## src/rtl/core/lsqf_pkg.sv

```systemverilog
// ----------------------------------------------------------------------------
// lsqf_pkg: shared types and codes of the load/store queue
// Command and status codes plus the token passed along the store-cell chain.
// ----------------------------------------------------------------------------
package lsqf_pkg;

	typedef enum logic [2:0] {
		CMD_ALLOC_LOAD   = 3'd0,
		CMD_ALLOC_STORE  = 3'd1,
		CMD_STORE_READY  = 3'd2,
		CMD_EXEC_LOAD    = 3'd3,
		CMD_RETIRE_LOAD  = 3'd4,
		CMD_RETIRE_STORE = 3'd5,
		CMD_CLEAR        = 3'd6,
		CMD_BAD          = 3'd7
	} cmd_t;

	typedef enum logic [2:0] {
		ST_OK    = 3'd0,
		ST_FULL  = 3'd1,
		ST_WAIT  = 3'd2,
		ST_FWD   = 3'd3,
		ST_MEM   = 3'd4,
		ST_ORDER = 3'd5
	} status_t;

	typedef enum logic [1:0] {
		WS_IDLE = 2'd0,
		WS_WALK = 2'd1,
		WS_DONE = 2'd2
	} walk_state_t;

	// Token carried from cell to cell during a load walk
	typedef struct packed {
		logic        stop;   // an unready/partial older store or a younger store seen
		logic        wait_f; // the load has to wait
		logic        found;  // a covering older store has been seen
		logic [63:0] fwd_addr;
		logic [63:0] fwd_data;
	} walk_tok_t;

	localparam int unsigned MAX_BYTES = 8;
	localparam int unsigned DATA_W    = 64;

endpackage

```

## src/rtl/core/lsqf_fwd.sv

```systemverilog
// ----------------------------------------------------------------------------
// lsqf_fwd: forwarded value alignment
// Shifts the store's data to the load offset, masks, and sign-extends if sx.
// ----------------------------------------------------------------------------
module lsqf_fwd
	import lsqf_pkg::*;
(
	input  logic [63:0] st_addr,
	input  logic [63:0] st_data,
	input  logic [63:0] ld_addr,
	input  logic [3:0]  ld_width,
	input  logic        sx,
	output logic [63:0] value
);

	logic [2:0]  off;
	logic [63:0] shifted;
	logic [63:0] mask;
	logic [63:0] sign;
	logic [63:0] masked;

	// Align, mask and extend
	always_comb begin
		off     = ld_addr[2:0] - st_addr[2:0];
		shifted = st_data >> {off, 3'b000};
		mask    = '1;
		sign    = '0;
		if (ld_width < 4'(MAX_BYTES)) begin
			mask = (64'd1 << {ld_width[2:0], 3'b000}) - 64'd1;
			sign = 64'd1 << ({ld_width[2:0], 3'b000} - 6'd1);
		end
		masked = shifted & mask;
		value  = masked;
		if (sx && ld_width < 4'(MAX_BYTES)) begin
			value = (masked ^ sign) - sign;
		end
	end

endmodule

```

## config.mk

```make
export PLATFORM = sky130hd
export DESIGN_NAME = lsqf_fwd
export DESIGN_NICKNAME = d
export VERILOG_FILES = /design/src/rtl/core/lsqf_pkg.sv /design/src/rtl/core/lsqf_fwd.sv
export SDC_FILE = /design/constraint.sdc
export NUM_CORES = 1
export LEC_CHECK = 0
export BUFFER_PORTS_ARGS = -buffer_cell sky130_fd_sc_hd__buf_4
export CORE_UTILIZATION = 50
export DETAILED_ROUTE_END_ITERATION = 16
export PLACE_DENSITY = 0.89
export RECOVER_POWER = 100
export SETUP_SLACK_MARGIN = 0.4
export SYNTH_ARGS = -nofsm -noshare
export SYNTH_HDL_FRONTEND = slang
export SYNTH_SLANG_ARGS = --single-unit
```

## constraint.sdc

```tcl
create_clock -name vclk -period 9.1
set_input_delay 1.82 -clock vclk [all_inputs]
set_output_delay 1.82 -clock vclk [all_outputs]
set_load 0.05 [all_outputs]
```

==> impl_metrics.toml <==
[critical_path]
crit_fanout = 34
crit_type = "in -> out"
crit_required_ps = 7280
critical_path_arrival_ps = 6860
cp-start-kind = "input pin"
end_kind = "output port"

[finish]
drive_gt1_share_pct = 26.6
seqCellArea_um2 = 0
antenna_cells = 0
seq_cells = 0
layoutNonFillerInstCount = 1002
syn2layout_area_growth_pct = 15.9
finalNetCount = 1071
final_area_um2 = 6540
clkbuf_count = 0

[yosys]
netlist_area_um2 = 5650
yosys-top-cells-count = "nand2_1, nor2_1, a21oi_1"
synth_area_leaders = "mux4_2, nand2_1, xnor2_1"
synth_top_area_share_pct = 15.2
yosysUniqueCellTypes = 105
yosysMostFrequentCell = "nand2_1"
yosysTopAreaCell = "mux4_2"
synthCells = 757
yosysWarnings = 0
synth_nets = 964
avgSynthCellArea_um2 = 7.46
ys_seq_area_share_pct = 0

[sta]
maxSlewViolCount = 0
relSlewSlack_pct = 34.5
setup-tns-final_ps = 0
whs_ps = 4130
rsz0062_at_grt = "no"
final-hold-violation-count = 0
tightest_slew_ps = 982
fin_crit_ps = 8680
setup_viol = 0
finalCritPeriodShare_pct = 95.3
clock.fmax_mhz = 115

[grt]
antenna_found_initial = 0
overflow = 0
grt_pass1_wl_um = 37100
grt_pass1_vias = 6510
grt_start_max_net_pins = 64
grt_usage_pct = 41.6

[floorplan]
io_pins = 261
dieWidth_um = 108
die_y_um = 108
core-area_um2 = 10900
dieArea_um2 = 11700
start_util_pct = 51.6
rows = 38

[place]
io_buffer_count = 139
place_area_um2 = 6720
dp_hpwl_um = 19300
gp_congestion = 1.02
dp_cells = 1002

[drt]
wirelength_um = 24200
wire_per_inst_um = 24.2
dr.first_iter.drc_count = 956
vias_per_cell = 6.98
drtAntennaViolNets = 0
drc = 0
first_pass_iters = 6
vias = 6990

[power]
vdd_drop_max_mv = 0.101
power_density_nw_per_um2 = 181
p_leak_nw = 2.53
p_total_w = 0.00118

[clock_network]
cts_hold_buf = 0
ctsResizeCount = 0
cts_setup_buffers = 0

[outcome]
status = "complete, no violations"

[worst_hold_path]
min_path_type = "in -> out"

[run]
cap_violations = 0
logic make-up (layout without fill, tap and decap cells):
kind of cell / after synthesis / after routing / share of synthesized area [%]
and+or+nand+nor: 344 / 344 / 31.5
AOI/OAI and AO/OA: 209 / 209 / 28.6
buffers and inverters: 70 / 175 / 7.00
muxes: 66 / 66 / 21.1
xor gates and xnor gates: 58 / 58 / 9.53
adders and majority gates: 10 / 10 / 2.35
critical path: stages:
cell,delay [ps]
buf_4,110
inv_1,70
ha_4,120
inv_1,50
fa_1,390
xnor3_2,890
o21ai_0,180
o21ai_0,170
nor2_1,110
ha_1,330
xnor2_1,510
a31oi_2,160
o2111a_1,180
a21oi_1,210
and3b_4,380
and2_0,260
nand2_1,90
xnor2_1,290
clkbuf_1,500
area by class of cell:
cell class         count  area, µm²
fillers             1082       4390
well taps            140        175
inverters             12       45.0
multi-input cells    687       5230
repair buffers       163       1090
final timing paths:
path                         from        end  slack, ps  cells past startpoint
worst min-delay path  st_data[60]  value[60]       4130                      4
worst max-delay path   ld_addr[0]  value[28]        420                     19
layout by cell type (no fill, tap or decap), types with 9 or more instances in the layout:
| cell | count |
|---|---|
| o21ai_1 | 13 |
| nor2_1 | 75 |
| a211oi_1 | 11 |
| nor3b_1 | 10 |
| xnor2_1 | 35 |
| inv_1 | 12 |
| o21ai_0 | 25 |
| xor2_1 | 21 |
| mux2_2 | 9 |
| clkbuf_1 | 37 |
| nor3_1 | 32 |
| nand3_1 | 23 |
| or3_1 | 10 |
| mux4_2 | 38 |
| mux2i_1 | 13 |
| a21oi_1 | 53 |
| buf_4 | 122 |
| nand2_1 | 106 |
stage by stage:
step	util, %	worst slack (ps)
2_1_floorplan	-	761
3_3_place_gp	61.5	784
3_5_place_dp	61.5	745
4_1_cts	61.5	729
5_1_grt	59.8	256
6_report	59.8	425
report_power, final:
| part | switching, W | total, W | internal [W] |
|---|---|---|---|
| clock | 0 | 0 | 0 |
| combinational | 0.000812 | 0.00118 | 0.000372 |
| sequential | 0 | 0 | 0 |
| total | 0.000812 | 0.00118 | 0.000372 |
metal layers:
metal / part of all wire, % / vias up / wire length (µm) / GRT usage [%]
met2: 42 / 585 / 10100 / 62.5
met1: 37 / 3193 / 9080 / 54.0
met5: 0 / - / 0 / 0
met3: 14 / 109 / 3490 / 11.1
met4: 6.5 / 0 / 1580 / 22.9
li1: - / 3103 / - / -
Power figures use the tool's default switching activity.
